## src/rtl/a64x_ram.sv

```systemverilog
// a64x_ram: generic synchronous RAM, one write port, PORTS registered read ports.
// Read-first on a same-address write. No package dependency.
module a64x_ram #(
	parameter int WIDTH = 64,
	parameter int DEPTH = 32,
	parameter int PORTS = 1,
	localparam int AW = (DEPTH > 1) ? $clog2(DEPTH) : 1
) (
	input  logic             clk,
	input  logic             we,
	input  logic [AW-1:0]    waddr,
	input  logic [WIDTH-1:0] wdata,
	input  logic             re,
	input  logic [AW-1:0]    raddr [PORTS],
	output logic [WIDTH-1:0] rdata [PORTS]
);

	logic [WIDTH-1:0] mem [DEPTH];

	always_ff @(posedge clk) begin
		if (we) begin
			mem[waddr] <= wdata;
		end
		if (re) begin
			for (int p = 0; p < PORTS; p++) begin
				rdata[p] <= mem[raddr[p]];
			end
		end
	end

endmodule

```

## config.mk

```make
export PLATFORM = sky130hd
export DESIGN_NAME = a64x_ram
export DESIGN_NICKNAME = d
export VERILOG_FILES = /design/src/rtl/a64x_ram.sv
export SDC_FILE = /design/constraint.sdc
export NUM_CORES = 2
export LEC_CHECK = 0
export BUFFER_PORTS_ARGS = -buffer_cell sky130_fd_sc_hd__clkbuf_2
export CORE_AREA = 2 2 480 482
export CTS_BUF_LIST = sky130_fd_sc_hd__clkbuf_2 sky130_fd_sc_hd__clkbuf_4 sky130_fd_sc_hd__clkbuf_8
export DETAILED_ROUTE_END_ITERATION = 6
export DIE_AREA = 0 0 482 484
export MAX_ROUTING_LAYER = met4
export SLEW_MARGIN = 20
export SYNTH_ARGS = -nofsm -noshare
export SYNTH_HDL_FRONTEND = slang
export SYNTH_SLANG_ARGS = --single-unit
export TNS_END_PERCENT = 1
```

## constraint.sdc

```tcl
create_clock -name clk -period 9.9 [get_ports clk]
set_clock_uncertainty 0.05 [all_clocks]
set_input_delay 1.98 -clock clk [delete_from_list [all_inputs] [get_ports clk]]
set_output_delay 1.98 -clock clk [all_outputs]
set_load 0.02 [all_outputs]
```

==> results.tsv <==
metric	value	unit
timing_max_transition_violations_final	0	
rsz0062_at_grt	false	
grt_use_total	17.5	%
rr_endpoint	rdata[25]	
detail_route.first_pass.iterations	6	
tritoncts	yes	
postRouteWirelength	199000	um
run_status	complete, no violations	
route.detailed.vias_per_inst	5.32	
slew_worst_pin	1090	ps
ys_ff_latch	2112	
r2r-start	mem[7][25]	
synthCells	3097	
start_util	34.8	%
report.final.hold_viol_count	0	
synth_area_per_cell	25.7	sq um
critPathLaunchType	primary input	
ff2ff_setup_slack	7870	ps
die_y	484	um
max_slew_margin_vs_limit	26.9	%
detailed_place_hpwl	98800	um
finalWeightedCongestion	0.727	
core.rowCount	176	
timing.reg2reg.worst_path_depth	4	
final_layout_size_suffix_gt1_share	38.5	%
fp.coreArea	229000	sq um
max_capacitance_violation_count	0	
placement.io_buffers	140	
grt_antenna_before_repair	32	
drt-wirelength-per-cell	29.2	um
drt-initial-drc-count	4158	
timing.final.crit_share	45.1	%
path_class	primary input to flop	
cts_htree_levels	5	
seq_area_frac_synth	79.7	%
routed-via-count	36300	
grt_pass1_vias	37200	
cts_post_setup_buffers_inserted	0	
yosys_warning_total	0	
cts_stage_hold_buffer_count	0	
fin_crit	4460	ps
ios	141	
post_synthesis_net_count	3174	
area_delta_synth_final	14.4	%
die_w	482	um
route.antenna.remaining_nets	0	
clock_sinks	2112	
worstHoldStart	mem[20][25]	
worst-path-max-fanout	51	
critical_path_arrival	5170	ps
design.final.nets	3602	
clk_root_buffer_cell	sky130_fd_sc_hd__clkbuf_8	
max_clock_freq	0.224	GHz
critPathMaxStageDelay	840	ps
area_of_the_multi_input_gates	15700	sq um
crit_path_cell_trace	buf_8 -> buf_4 -> buf_4 -> mux4_2 -> mux4_2 -> mux2_2	
clkSlewWorstSetupHoldPaths	60	ps
post_cts_resize_count	0	
netlist-cell-type-count	30	
leakage	28.2	nW
ir_worst_vdd	157	uV
hold_worst_slack	862	ps
cts_max_path_buffers	4	
grt_overflow	0	
remaining_design_rule_violation_count	0	
fillers	20000	
worstHoldPathCells	4	
worst_skew_pair.late_latency	1050	ps
hold_path_end	rdata[25]	
die_area	233000	sq um
pwr_density_cell	200	nW/um^2
cts_buffers	353	
first_pass_grt_wire_length	280000	um
register_area	63400	sq um
worstSetupEndpointType	flop	
worstPathRequired	10610	ps
crit_slowest_cell	sky130_fd_sc_hd__buf_4	
worstHoldPathType	flop to flop	
setup-tns-final	0	ps
cell_area_after_synthesis	79600	sq um
grt_max_degree	105	
setup_viol	0	
-- where the power goes --
part           internal, W  switching (W)
Clock              0.00397        0.00335
Sequential         0.00999      0.0000512
Combinational     0.000361       0.000512
-- sequential cells by signal (all words and copies together), names as in the netlist --
signal,flops
mem,2048
rdata,64
-- synthesized netlist by cell type --
| cell | number | share of area [%] |
|---|---|---|
| sky130_fd_sc_hd__a211oi_1 | 3 | 0.028 |
| sky130_fd_sc_hd__mux4_2 | 602 | 17 |
| sky130_fd_sc_hd__o221ai_1 | 3 | 0.033 |
| sky130_fd_sc_hd__a221oi_1 | 12 | 0.13 |
| sky130_fd_sc_hd__a22oi_1 | 3 | 0.028 |
| sky130_fd_sc_hd__or3_1 | 1 | 0.0079 |
| sky130_fd_sc_hd__buf_6 | 3 | 0.042 |
| sky130_fd_sc_hd__nand3_1 | 2 | 0.013 |
| sky130_fd_sc_hd__o22ai_1 | 10 | 0.079 |
| sky130_fd_sc_hd__or3b_2 | 2 | 0.022 |
| sky130_fd_sc_hd__nand2b_1 | 2 | 0.016 |
| sky130_fd_sc_hd__o211ai_1 | 3 | 0.028 |
| sky130_fd_sc_hd__o21ai_0 | 9 | 0.057 |
| sky130_fd_sc_hd__inv_2 | 1 | 0.0047 |
| sky130_fd_sc_hd__clkbuf_1 | 55 | 0.26 |
| sky130_fd_sc_hd__buf_4 | 14 | 0.13 |
| sky130_fd_sc_hd__and2_0 | 1 | 0.0079 |
| sky130_fd_sc_hd__mux2_2 | 74 | 1.0 |
| sky130_fd_sc_hd__nand2_1 | 3 | 0.014 |
| sky130_fd_sc_hd__o31a_1 | 3 | 0.033 |
| sky130_fd_sc_hd__nor2_1 | 41 | 0.19 |
| sky130_fd_sc_hd__nand3b_1 | 5 | 0.047 |
| sky130_fd_sc_hd__buf_1 | 19 | 0.090 |
| sky130_fd_sc_hd__a22o_1 | 1 | 0.011 |
| sky130_fd_sc_hd__buf_2 | 65 | 0.41 |
| sky130_fd_sc_hd__and2_1 | 3 | 0.024 |
| sky130_fd_sc_hd__o2bb2ai_1 | 3 | 0.033 |
| sky130_fd_sc_hd__mux2i_1 | 38 | 0.48 |
| sky130_fd_sc_hd__edfxtp_1 | 2112 | 80 |
| sky130_fd_sc_hd__nor2b_1 | 4 | 0.031 |
-- worst max-delay path by stage --
stage	start	end	slack [ps]	depth (start not counted)
after floorplan	waddr[1]	mem[12][0]	4050	3
after global placement	raddr[1]	rdata[39]	4310	6
after detailed placement	raddr[1]	rdata[28]	4270	6
after CTS	raddr[1]	rdata[43]	5440	6
after global routing	raddr[1]	rdata[43]	5350	6
final	raddr[1]	rdata[43]	5440	6
-- layout make-up --
cell class                 count  share of cell area (%)
clock inverter               136                   0.885
clock buffer                 466                    6.32
antenna                       22                  0.0605
tap                         3026                    4.16
sequential                  2112                    69.7
inverter                       1                 0.00412
multi-input combinational    828                    17.2
timing repair buffer         229                    1.69
-- stage by stage --
step	worst slack (ps)	total power (W)	cells	area (sq um)	utilization [%]
finish	5440	0.0182	6820	91000	39.8
global route	5350	0.0188	6817	91000	39.8
CTS	5440	0.0184	6796	91000	39.8
detailed placement	4270	0.0111	6194	84400	36.9
global placement	4310	0.0111	6194	84400	36.9
floorplan	4050	0.0107	3097	79600	-
-- routing by layer --
metal	GRT usage [%]	vias to the layer above	part of all wire [%]
met4	4.31	0	1.9
met1	24.1	19900	42
met3	4.30	312	8.7
li1	-	14500	-
met5	-	-	0
met2	26.2	1593	47
-- logic make-up after synthesis --
kind of cell,synth area share [%]
AOI/OAI and AO/OA,0.462
DFF,79.7
buffers and inverters,0.937
muxes,18.6
and+or+nand+nor,0.376
-- critical path, delay by kind of cell --
family | cells | cell delay, ps
buffers and inverters | 3 | 1900
multiplexers | 3 | 1180
-- layout by cell type (no fill, tap or decap), types with 2 or more instances in the layout --
master	Yosys	final
sky130_fd_sc_hd__a211oi_1	3	3
sky130_fd_sc_hd__a221oi_1	12	12
sky130_fd_sc_hd__a22oi_1	3	3
sky130_fd_sc_hd__and2_1	3	3
sky130_fd_sc_hd__buf_12	0	10
sky130_fd_sc_hd__buf_4	14	80
sky130_fd_sc_hd__buf_6	3	2
sky130_fd_sc_hd__buf_8	0	3
sky130_fd_sc_hd__bufinv_16	0	8
sky130_fd_sc_hd__clkbuf_2	0	134
sky130_fd_sc_hd__clkbuf_4	0	105
sky130_fd_sc_hd__clkbuf_8	0	361
sky130_fd_sc_hd__clkinv_1	0	90
sky130_fd_sc_hd__clkinv_2	0	29
sky130_fd_sc_hd__clkinvlp_4	0	5
sky130_fd_sc_hd__diode_2	0	22
sky130_fd_sc_hd__edfxtp_1	2112	2112
sky130_fd_sc_hd__mux2_2	74	74
sky130_fd_sc_hd__mux2i_1	38	38
sky130_fd_sc_hd__mux4_2	602	602
sky130_fd_sc_hd__nand2_1	3	3
sky130_fd_sc_hd__nand2b_1	2	2
sky130_fd_sc_hd__nand3_1	2	2
sky130_fd_sc_hd__nand3b_1	5	5
sky130_fd_sc_hd__nor2_1	41	9
sky130_fd_sc_hd__nor2_4	0	32
sky130_fd_sc_hd__nor2b_1	4	4
sky130_fd_sc_hd__o211ai_1	3	3
sky130_fd_sc_hd__o21ai_0	9	9
sky130_fd_sc_hd__o221ai_1	3	3
sky130_fd_sc_hd__o22ai_1	10	10
sky130_fd_sc_hd__o2bb2ai_1	3	3
sky130_fd_sc_hd__o31a_1	3	3
sky130_fd_sc_hd__or3b_2	2	2
Note: power is estimated with default switching activity, not from simulation.
