### config.mk
export PLATFORM = sky130hd
export DESIGN_NAME = a64x_exec
export DESIGN_NICKNAME = d
export VERILOG_FILES = /design/src/rtl/a64x_pkg.sv /design/src/rtl/a64x_exec.sv
export SDC_FILE = /design/constraint.sdc
export NUM_CORES = 1
export LEC_CHECK = 0
export BUFFER_PORTS_ARGS = -buffer_cell sky130_fd_sc_hd__buf_2
export CORE_AREA = 2 2 267 269
export DETAILED_ROUTE_END_ITERATION = 10
export DIE_AREA = 0 0 269 271
export GPL_TIMING_DRIVEN = 0
export PLACE_DENSITY_LB_ADDON = 0.15
export REMOVE_ABC_BUFFERS = 1
export SLEW_MARGIN = 20
export SYNTH_ARGS = -nofsm -noshare
export SYNTH_HDL_FRONTEND = slang
export SYNTH_SLANG_ARGS = --single-unit
### constraint.sdc
create_clock -name vclk -period 5.8
set_input_delay 1.16 -clock vclk [all_inputs]
set_output_delay 1.16 -clock vclk [all_outputs]
set_load 0.05 [all_outputs]
### src/rtl/a64x_pkg.sv
// a64x_pkg: shared types, command codes and constants of the AArch64 subset execute unit.
// No dependencies; imported by a64x_exec and the top level; its types are the channel payloads.
package a64x_pkg;

	localparam int NUM_REGS       = 32;
	localparam int REG_AW         = 5;
	localparam int DEF_RET_DEPTH  = 16;
	localparam logic [63:0] INSN_BYTES = 64'd4;

	localparam logic [3:0] CMD_BEGIN = 4'd0;
	localparam logic [3:0] CMD_ADD   = 4'd1;
	localparam logic [3:0] CMD_ADRP  = 4'd2;
	localparam logic [3:0] CMD_B     = 4'd3;
	localparam logic [3:0] CMD_BL    = 4'd4;
	localparam logic [3:0] CMD_BR    = 4'd5;
	localparam logic [3:0] CMD_CMP   = 4'd6;
	localparam logic [3:0] CMD_LDR   = 4'd7;
	localparam logic [3:0] CMD_LDP   = 4'd8;
	localparam logic [3:0] CMD_RET   = 4'd9;

	localparam logic [1:0] KIND_REG = 2'd0;
	localparam logic [1:0] KIND_IMM = 2'd1;

	localparam logic [2:0] BL_OPERANDS     = 3'd1;
	localparam logic [2:0] LDR_OFS_OPERANDS = 3'd3;

	typedef struct packed {
		logic [3:0]  command;
		logic [4:0]  reg_a;
		logic [4:0]  reg_b;
		logic [4:0]  reg_c;
		logic [1:0]  third_kind;
		logic [2:0]  operand_count;
		logic [63:0] immediate;
		logic [63:0] load_data;
		logic        load_failed;
	} in_item_t;

	typedef struct packed {
		logic [63:0] next_address;
		logic [63:0] load_address;
		logic        wrote_register;
		logic [63:0] written_value;
		logic        compare_equal;
		logic        reported;
		logic        stack_fault;
		logic        stack_empty;
	} out_item_t;

	// Commit controls produced by the execute logic.
	typedef struct packed {
		logic        wr_en;
		logic        push_en;
		logic [63:0] next_pc;
		logic        next_flag;
	} commit_t;

endpackage

### src/rtl/a64x_exec.sv
// a64x_exec: combinational execute of one instruction from its operands and the
// architectural state (pc, stack level, compare flag). Uses a64x_pkg.
module a64x_exec import a64x_pkg::*; #(
	parameter int RETURN_DEPTH = DEF_RET_DEPTH,
	localparam int LW = $clog2(RETURN_DEPTH + 1)
) (
	input  in_item_t    item,
	input  logic [63:0] op_b,
	input  logic [63:0] op_x,
	input  logic [63:0] stack_top,
	input  logic [63:0] pc,
	input  logic [LW-1:0] level,
	input  logic        flag,
	output out_item_t   res,
	output commit_t     cmt,
	output logic [LW-1:0] next_level
);

	logic [63:0] npc;
	logic [63:0] laddr;
	logic [63:0] wval;
	logic        wrote;
	logic        rep;
	logic        fault;
	logic        push;
	logic        nflag;
	logic [LW-1:0] nlvl;

	always_comb begin
		npc   = pc + INSN_BYTES;
		laddr = '0;
		wval  = '0;
		wrote = 1'b0;
		rep   = 1'b0;
		fault = 1'b0;
		push  = 1'b0;
		nflag = flag;
		nlvl  = level;
		case (item.command)
			CMD_BEGIN: begin
				npc   = item.immediate;
				nlvl  = '0;
				nflag = 1'b0;
			end
			CMD_ADD: begin
				if (item.third_kind == KIND_REG) begin
					wrote = 1'b1;
					wval  = op_b + op_x;
				end else if (item.third_kind == KIND_IMM) begin
					wrote = 1'b1;
					wval  = op_b + item.immediate;
				end else begin
					rep = 1'b1;
				end
			end
			CMD_ADRP: begin
				wrote = 1'b1;
				wval  = item.immediate;
			end
			CMD_B: begin
				npc = item.immediate;
			end
			CMD_BL: begin
				if (item.operand_count == BL_OPERANDS) begin
					if (level < LW'(RETURN_DEPTH)) begin
						push = 1'b1;
						nlvl = level + LW'(1);
					end else begin
						fault = 1'b1;
					end
					npc = item.immediate;
				end else begin
					rep = 1'b1;
				end
			end
			CMD_BR: begin
				npc = op_x;
			end
			CMD_CMP: begin
				nflag = (op_x == op_b);
			end
			CMD_LDR: begin
				laddr = (item.operand_count == LDR_OFS_OPERANDS) ? op_b + item.immediate
				                                                : op_b;
				wrote = 1'b1;
				if (item.load_failed) begin
					rep = 1'b1;
				end else begin
					wval = item.load_data;
				end
			end
			CMD_LDP: begin
			end
			CMD_RET: begin
				if (level != '0) begin
					nlvl = level - LW'(1);
					npc  = stack_top + INSN_BYTES;
				end else begin
					fault = 1'b1;
				end
			end
			default: begin
				rep = 1'b1;
			end
		endcase
	end

	assign res.next_address   = npc;
	assign res.load_address   = laddr;
	assign res.wrote_register = wrote;
	assign res.written_value  = wval;
	assign res.compare_equal  = nflag;
	assign res.reported       = rep;
	assign res.stack_fault    = fault;
	assign res.stack_empty    = (nlvl == '0);

	assign cmt.wr_en     = wrote;
	assign cmt.push_en   = push;
	assign cmt.next_pc   = npc;
	assign cmt.next_flag = nflag;
	assign next_level    = nlvl;

endmodule

==> flow_summary.ini, run 1 <==
[placement]
place.detailed.instances = 3691
gp_routability_congestion = 0.986
port_buffers = 669
postPlaceCellArea_mm2 = 0.0184
post-dp-hpwl_um = 88500

[global_route]
global_route_wire_length_before_repair_um = 140000
antenna_violations_before_repair = 31
grt_overflow = 0
first_global_vias = 19728
grt_usage_pct = 26.2
grt_max_degree = 53

[pwr]
vdd_ir_drop_max_mv = 0.0676
finalPower_w = 0.00250
p_leak_nw = 8.55
power_per_cell_area_mw_per_mm2 = 129

[worst_setup_path]
cp_max_fo = 4
crit_chain = buf_8, ha_4, fa_2, a21oi_4, o21ai_4, a221oi_4, o211a_4, o31a_4, a2111oi_4, or3_4, a21oi_4, xnor2_2, a222oi_1, o21ai_1, buf_6
critical_path_arrival_ns = 4.75
timing.critical_path.to = res[62]
critPathMaxStageDelay_ns = 0.61
timing.critical_path.mode_cell = a21oi_4
setup.worst_path.start = op_x[0]
timing.critical_path.to_type = output port
worstSetupStartpointType = primary input
worst-setup-path-type = primary input to output port
critical_path.slowest_cell = a222oi_1
crit_required_ns = 4.64

[job]
drv.max_cap_violation_count = 0

[cells_and_area]
finalNetCount = 3321
final_layout_size_suffix_gt1_share_pct = 31.4
mostFrequentLayoutCell = buf_2
layout.core_utilization_pct = 27.7
design.seq.count = 0
final_area_mm2 = 0.0193
finish.cell_count_without_fillers = 3729
filler_cell_count = 7946
layout.clock_buffers = 0
layout_common_cells = buf_2 (666), nand2_1 (294), a21oi_1 (212)
final-seq-area_um2 = 0
areaGrowthSynthToFinish_pct = 33.2

[detailed_routing]
detail_route.iter0.violations = 1901
final_antenna_net_count = 0
wire_per_inst_um = 27.4
via_count = 20685
post-route-drc-count = 0
post_drt_via_cell_ratio = 5.55
routed_wirelength_um = 102000
drt-pass1-iter-count = 7

[timing]
rsz0062_at_grt = true
drv_slew = 0
achievable-frequency_mhz = 169
slew_headroom_pct = 26.6
finalHoldViolations = 0
post_route_fraction_of_the_period_consumed_by_the_critical_path_pct = 102
fin_ws_ns = -0.113
finalSetupViolCount = 2
hold_slack_ns = 2.70
finalWorstPathRequiredPeriod_ns = 5.91
tightest_slew_ns = 1.10

[die]
initial_utilization_pct = 20.8
boundaryPins = 684
core_area_mm2 = 0.0698
die_w_um = 269
std_cell_rows = 97
die_area_mm2 = 0.0729
die_outline_height_um = 271

[min_path]
min_path_type = primary input to output port
min_path_cells = 3

[logic_synthesis]
synth_top_cell_by_area = ha_1
avgSynthCellArea_um2 = 6.37
synth_top_cell_area_share_pct = 11.2
syn_area_mm2 = 0.0145
number_of_warning_messages_in_the_yosys_log = 0
synthesis.instances = 2280
synth.lib_cells_used.distinct = 91
yosys-top-cells-area = ha_1 (11%), xnor2_1 (8.4%), a21oi_1 (7.7%), nand2_1 (7.6%), o21ai_0 (7.0%)
synth_sequential_area_ratio_pct = 0

[run_status]
outcome = finished with violations
violations = setup timing
[cell usage after synthesis (10+ instances only)]
library cell and count:
clkbuf_1 120, nor2_1 181, a21o_1 60, and2_1 12
or3_1 13, buf_1 10, nand2b_1 13, xor2_1 106
a22oi_1 31, buf_4 72, and4_1 13, xnor2_1 139
a211oi_1 21, nor2b_1 14, nand4_1 63, a31oi_1 19
o21a_1 13, a21oi_1 223, and3_1 26, buf_2 25
ha_1 130, nand3_1 86, a221o_1 19, nand2_1 294
nor4_1 23, o211ai_1 19, o21bai_1 29, a222oi_1 73
a221oi_1 24, inv_1 45, o21ai_0 203, nor3_1 21
[worst min path at each step]
stage          startpoint      end  slack, ns
2_1_floorplan    level[4]  cmt[65]       2.51
3_3_place_gp     level[4]  cmt[65]       2.73
3_5_place_dp     level[4]  cmt[65]       2.74
4_1_cts          item[63]  res[66]       2.72
5_1_grt          item[63]  res[66]       2.71
6_report         item[63]  res[66]       2.70
[layout make-up]
type	instances	area (µm²)	area share [%]
multi-input cells	2004	13900	71.7
repair buffers	723	4080	21.1
well taps	940	1180	6.08
inverters	45	169	0.873
diodes	17	42.5	0.220
[power breakdown]
part             internal [W]  switching (W)       total (W)
sequential                  0              0               0
clock          0.000000000294              0  0.000000000294
combinational        0.000769        0.00173         0.00250
[stage by stage]
stage | TNS (ns) | worst slack, ns
floorplan | -220.67 | -2.60
global placement | -995.41 | -10.16
detailed placement | -59.41 | -1.26
CTS | -0.0250 | -0.0250
global route | -0.279 | -0.131
finish | -0.119 | -0.113
[cell families (layout without fill, tap and decap cells)]
family | after synthesis | in the layout | share of synthesized area (%)
AO/OA/AOI/OAI | 812 | 812 | 37.1
XOR/XNOR | 245 | 245 | 14.8
adder cells (fa/ha/maj) | 132 | 132 | 11.5
buffers and inverters | 276 | 768 | 9.41
multiplexers | 9 | 9 | 0.629
other | 0 | 17 | 0
AND/OR/NAND/NOR | 806 | 806 | 26.6
[worst max-delay path: cells and delay by family]
kind | cells | cell delay (ns)
xor gates and xnor gates | 1 | 0.09
AOI/OAI and AO/OA | 9 | 2.19
buffers and inverters | 2 | 0.30
adders and majority gates | 2 | 0.56
and+or+nand+nor | 1 | 0.43
[what timing repair did]
item / CTS / global route
gates resized for setup: 70 / 85
pin swaps: 20 / 26
endpoints found under the setup margin: 131 / 63
setup buffers: 13 / 8
hold buffers: 0 / 0
[routing by layer]
| layer | vias up | part of all wire [%] | global-route usage, % |
|---|---|---|---|
| li1 | 9485 | - | - |
| met1 | 9988 | 43 | 35.0 |
| met2 | 1050 | 46 | 44.0 |
| met3 | 146 | 7.9 | 3.95 |
| met4 | 16 | 2.9 | 5.79 |
| met5 | - | 0.10 | 0 |
Note: power is estimated with default switching activity, not from simulation.
==> run 2, diff against run 1 <==
--- a/config.mk
+++ b/config.mk
@@ -6,9 +6,9 @@
 export NUM_CORES = 1
 export LEC_CHECK = 0
 export BUFFER_PORTS_ARGS = -buffer_cell sky130_fd_sc_hd__buf_2
-export CORE_AREA = 2 2 267 269
+export CORE_AREA = 2 2 266 268
 export DETAILED_ROUTE_END_ITERATION = 10
-export DIE_AREA = 0 0 269 271
+export DIE_AREA = 0 0 268 270
 export GPL_TIMING_DRIVEN = 0
 export PLACE_DENSITY_LB_ADDON = 0.15
 export REMOVE_ABC_BUFFERS = 1
==> run 2 against run 1 <==
Compared with the run above: the flow now finishes without violations; setup slack improved by 0.13 ns; hold slack improved by 0.0015 ns; cell area about the same; power decreased by 0.41%.
==> flow_summary.ini, run 2 (synthesized netlist as in run 1, its figures left out) <==
[min_path]
min_path_type = primary input to output port

[placement]
place.detailed.instances = 3691
post-dp-hpwl_um = 85300
port_buffers = 669
gp_routability_congestion = 0.952

[pwr]
vdd_ir_drop_max_mv = 0.0694
power_per_cell_area_mw_per_mm2 = 129
p_leak_nw = 8.55
finalPower_w = 0.00249

[cells_and_area]
final-seq-area_um2 = 0
layout.clock_buffers = 0
final_layout_size_suffix_gt1_share_pct = 31.4
layout_common_cells = buf_2 (661), nand2_1 (292), a21oi_1 (214)
layout.core_utilization_pct = 27.8
areaGrowthSynthToFinish_pct = 33.1
mostFrequentLayoutCell = buf_2
finish.cell_count_without_fillers = 3729
design.seq.count = 0
finalNetCount = 3324

[timing]
achievable-frequency_mhz = 173
tightest_slew_ns = 1.04
drv_slew = 0
slew_headroom_pct = 30.5
finalHoldViolations = 0
rsz0062_at_grt = true
finalWorstPathRequiredPeriod_ns = 5.78
finalSetupViolCount = 0
post_route_fraction_of_the_period_consumed_by_the_critical_path_pct = 99.7
hold_slack_ns = 2.70

[detailed_routing]
detail_route.iter0.violations = 1968
final_antenna_net_count = 0
via_count = 20509
drt-pass1-iter-count = 6
wire_per_inst_um = 26.4
routed_wirelength_um = 98500
post_drt_via_cell_ratio = 5.50
post-route-drc-count = 0

[die]
die_outline_height_um = 270
initial_utilization_pct = 20.9
die_w_um = 268
std_cell_rows = 97
die_area_mm2 = 0.0724
boundaryPins = 684
core_area_mm2 = 0.0695

[global_route]
antenna_violations_before_repair = 26
gr-usage-met3_pct = 3.15
grt_util_met1_pct = 33.6
first_global_vias = 19721
global_route_wire_length_before_repair_um = 138000
grt_usage_pct = 25.5
grt_max_degree = 53
grt_busiest_layer = met2
met2_track_demand_over_resource_pct = 44.7
grt_overflow = 0

[worst_setup_path]
critical_path_arrival_ns = 4.62
setup.worst_path.start = op_b[0]
worst-setup-path-type = primary input to output port
timing.critical_path.to_type = output port
worstSetupStartpointType = primary input
timing.critical_path.to = res[66]
cp_max_fo = 4
crit_required_ns = 4.64

[clocking]
post_cts_hold_buffer_count = 0

[run_status]
outcome = finished, final reports clean

[job]
drv.max_cap_violation_count = 0
run 2: cell types whose count changed in the layout (fill, tap and decap cells not counted), sizes merged:
| cell | delta |
|---|---|
| clkbuf | +7 |
| buf | -4 |
| diode | -3 |
run 2: per-stage QoR:
stage / setup TNS (ns) / cell area [µm²] / setup slack (ns)
after floorplan: -220.67 / 13300 / -2.60
after global placement: -936.90 / 17900 / -9.78
after detailed placement: -61.85 / 18400 / -1.19
after CTS: 0 / 18700 / 0.00139
after global routing: -0.162 / 19300 / -0.0721
final: 0 / 19300 / 0.0164
run 2: worst min-delay path by stage:
stage          cells after the start     start      end
3_5_place_dp                       3  level[4]  cmt[65]
5_1_grt                            3  item[63]  res[66]
3_3_place_gp                       3  level[4]  cmt[65]
6_report                           3  item[63]  res[66]
4_1_cts                            3  item[63]  res[66]
2_1_floorplan                      1  level[4]  cmt[65]
run 2: area by class of cell:
cell class | count | area, µm²
Timing Repair Buffer | 726 | 4040
Antenna cell | 14 | 35.0
Fill cell | 7886 | 50200
Tap cell | 940 | 1180
Inverter | 45 | 169
Multi-Input combinational cell | 2004 | 13900
run 2: metal layers:
metal | routed length [µm] | up-vias
li1 | - | 9462
met1 | 42100 | 9987
met2 | 47600 | 916
met3 | 6530 | 122
met4 | 2100 | 22
met5 | 146 | -
run 2: worst max-delay path, stage by stage:
cell and delay, ns:
buf_8 0.11, ha_4 0.16, fa_2 0.38, a21oi_4 0.18, o21ai_4 0.11, a221oi_4 0.35, o211a_4 0.27, o31a_4 0.18
a2111oi_4 0.08, or3_4 0.38, buf_6 0.13, buf_6 0.11, a221oi_4 0.22, xor2_1 0.20, a221oi_2 0.10, a221o_1 0.33
buf_6 0.16
run 2: power breakdown:
group / switching (W) / internal (W) / leakage (nW)
registers: 0 / 0 / 0
logic: 0.00172 / 0.000771 / 8.55
clock network: 0 / 0.000000000281 / 0.0000914
run 2: what timing repair did:
item / CTS / global route
buffers inserted: 9 / 15
pin swaps: 18 / 36
gates resized for setup: 76 / 92
setup endpoints to repair: 125 / 52
hold endpoints to repair: 0 / 0
==> run 3, diff against run 2 <==
--- a/config.mk
+++ b/config.mk
@@ -5,12 +5,11 @@
 export SDC_FILE = /design/constraint.sdc
 export NUM_CORES = 1
 export LEC_CHECK = 0
-export BUFFER_PORTS_ARGS = -buffer_cell sky130_fd_sc_hd__buf_2
+export BUFFER_PORTS_ARGS = -buffer_cell sky130_fd_sc_hd__buf_4
 export CORE_AREA = 2 2 266 268
 export DETAILED_ROUTE_END_ITERATION = 10
 export DIE_AREA = 0 0 268 270
 export GPL_TIMING_DRIVEN = 0
-export PLACE_DENSITY_LB_ADDON = 0.15
 export REMOVE_ABC_BUFFERS = 1
 export SLEW_MARGIN = 20
 export SYNTH_ARGS = -nofsm -noshare
==> run 3 against run 2 <==
Compared with the run above: cell count down 0.35%; setup slack improved by 0.040 ns; via count grew 0.95%; flip-flop and latch count stayed put; routed wire length up 0.21%; hold slack worse by 0.00065 ns; largest power group unchanged.
==> flow_summary.ini, run 3 (synthesized netlist as in run 1, its figures left out) <==
[run_status]
outcome = finished, final reports clean

[worst_setup_path]
critical_path_arrival_ns = 4.58
crit_required_ns = 4.64
cp_max_fo = 5
timing.critical_path.to_type = output port
worst-setup-path-type = primary input to output port
worstSetupStartpointType = primary input

[cells_and_area]
areaGrowthSynthToFinish_pct = 43.4
final_layout_size_suffix_gt1_share_pct = 30.8
filler_cell_count = 7834
finalNetCount = 3319
layout_common_cells = buf_4 (687), nand2_1 (293), a21oi_1 (213)
layout.core_utilization_pct = 30.0
final-seq-area_um2 = 0
design.seq.count = 0
layout.clock_buffers = 0
mostFrequentLayoutCell = buf_4

[detailed_routing]
routed_wirelength_um = 98700
detail_route.iter0.violations = 2329
via_count = 20703
post_drt_via_cell_ratio = 5.57
final_antenna_net_count = 0
drt-pass1-iter-count = 7
post-route-drc-count = 0
wire_per_inst_um = 26.6

[die]
die_outline_height_um = 270
core_area_mm2 = 0.0695
initial_utilization_pct = 20.9
die_area_mm2 = 0.0724
std_cell_rows = 97
boundaryPins = 684
die_w_um = 268

[pwr]
share_clk_of_total_power_pct = 0
p_comb_share_pct = 100.0
internal_power_w = 0.000911
p_leak_nw = 8.97
power.share.sequential_pct = 0
finalPower_w = 0.00264
switchingPower_w = 0.00173
power_per_cell_area_mw_per_mm2 = 127
netSwitchingFraction_pct = 65.5
vdd_ir_drop_max_mv = 0.0875

[timing]
drv_slew = 0
finalWorstPathRequiredPeriod_ns = 5.74
achievable-frequency_mhz = 174
finalHoldViolations = 0
rsz0062_at_grt = true
tightest_slew_ns = 1.18
slew_headroom_pct = 20.5
finalSetupViolCount = 0
post_route_fraction_of_the_period_consumed_by_the_critical_path_pct = 99.0

[global_route]
global_route_wire_length_before_repair_um = 137000
grt_usage_pct = 25.6
first_global_vias = 19437
antenna_violations_before_repair = 11
grt_max_degree = 53
grt_overflow = 0

[job]
drv.max_cap_violation_count = 0

[placement]
port_buffers = 669
gp_routability_congestion = 1.01
post-dp-hpwl_um = 84800

[clocking]
post_cts_hold_buffer_count = 0

[min_path]
min_path_type = primary input to output port
-- run 3: cell count changes in the layout (fill, tap and decap cells not counted), moves of 5 or more --
cell	change
buf_2	-652
ha_2	-9
clkbuf_4	-8
o21ai_0	+6
o21ai_1	-5
ha_1	+17
ha_4	-8
buf_4	+656
diode_2	-8
-- run 3: critical path, stage by stage --
cell	delay, ns
buf_4	0.12
and4_1	0.37
nand3_1	0.18
nor3_1	0.36
nand3_1	0.28
nor2_1	0.31
nand3_1	0.22
xnor2_1	0.20
a222oi_1	0.65
o21ai_0	0.41
buf_4	0.31
-- run 3: routing by layer --
layer | global-route usage (%) | wire, µm
met3 | 2.99 | 7940
met5 | 0 | 25
met1 | 36.0 | 43700
met4 | 8.28 | 3950
met2 | 40.2 | 43100
-- run 3: area by class of cell --
class | count | area (µm²) | area share (%)
timing repair buffer | 721 | 5650 | 27.1
inverter | 45 | 169 | 0.811
antenna | 6 | 15.0 | 0.0721
tap | 940 | 1180 | 5.64
multi-input combinational | 2004 | 13800 | 66.3
-- run 3: timing repair --
| item | in CTS | in global routing |
|---|---|---|
| endpoints found under the hold margin | 0 | 0 |
| setup buffers | 13 | 9 |
| resized for setup | 64 | 54 |
| endpoints found under the setup margin | 117 | 50 |
| pin swaps | 32 | 22 |
-- run 3: worst paths after layout --
path / slack (ns) / startpoint / to / cells past startpoint
max: 0.06 / stack_top[27] / cmt[45] / 11
min: 2.70 / item[63] / res[66] / 3
-- run 3: stage by stage --
step / instances / setup TNS, ns / hold WS, ns / area [µm²] / worst slack [ns]
floorplan: 2049 / -220.67 / 2.51 / 13300 / -2.60
global route: 3715 / -0.0754 / 2.71 / 20800 / -0.0547
detailed placement: 3688 / -47.38 / 2.70 / 20000 / -1.24
global placement: 3658 / -973.22 / 2.69 / 19500 / -9.88
finish: 3716 / 0 / 2.70 / 20800 / 0.0564
CTS: 3701 / 0 / 2.70 / 20400 / 0.00841
-- run 3: power groups by stage --
stage	Combinational [W]	Clock (W)	Sequential (W)
floorplan	0.00149	0	0
global placement	0.00248	0	0
detailed placement	0.00249	0	0
CTS	0.00255	0	0
global route	0.00277	0.000000000115	0
finish	0.00264	0.000000000129	0
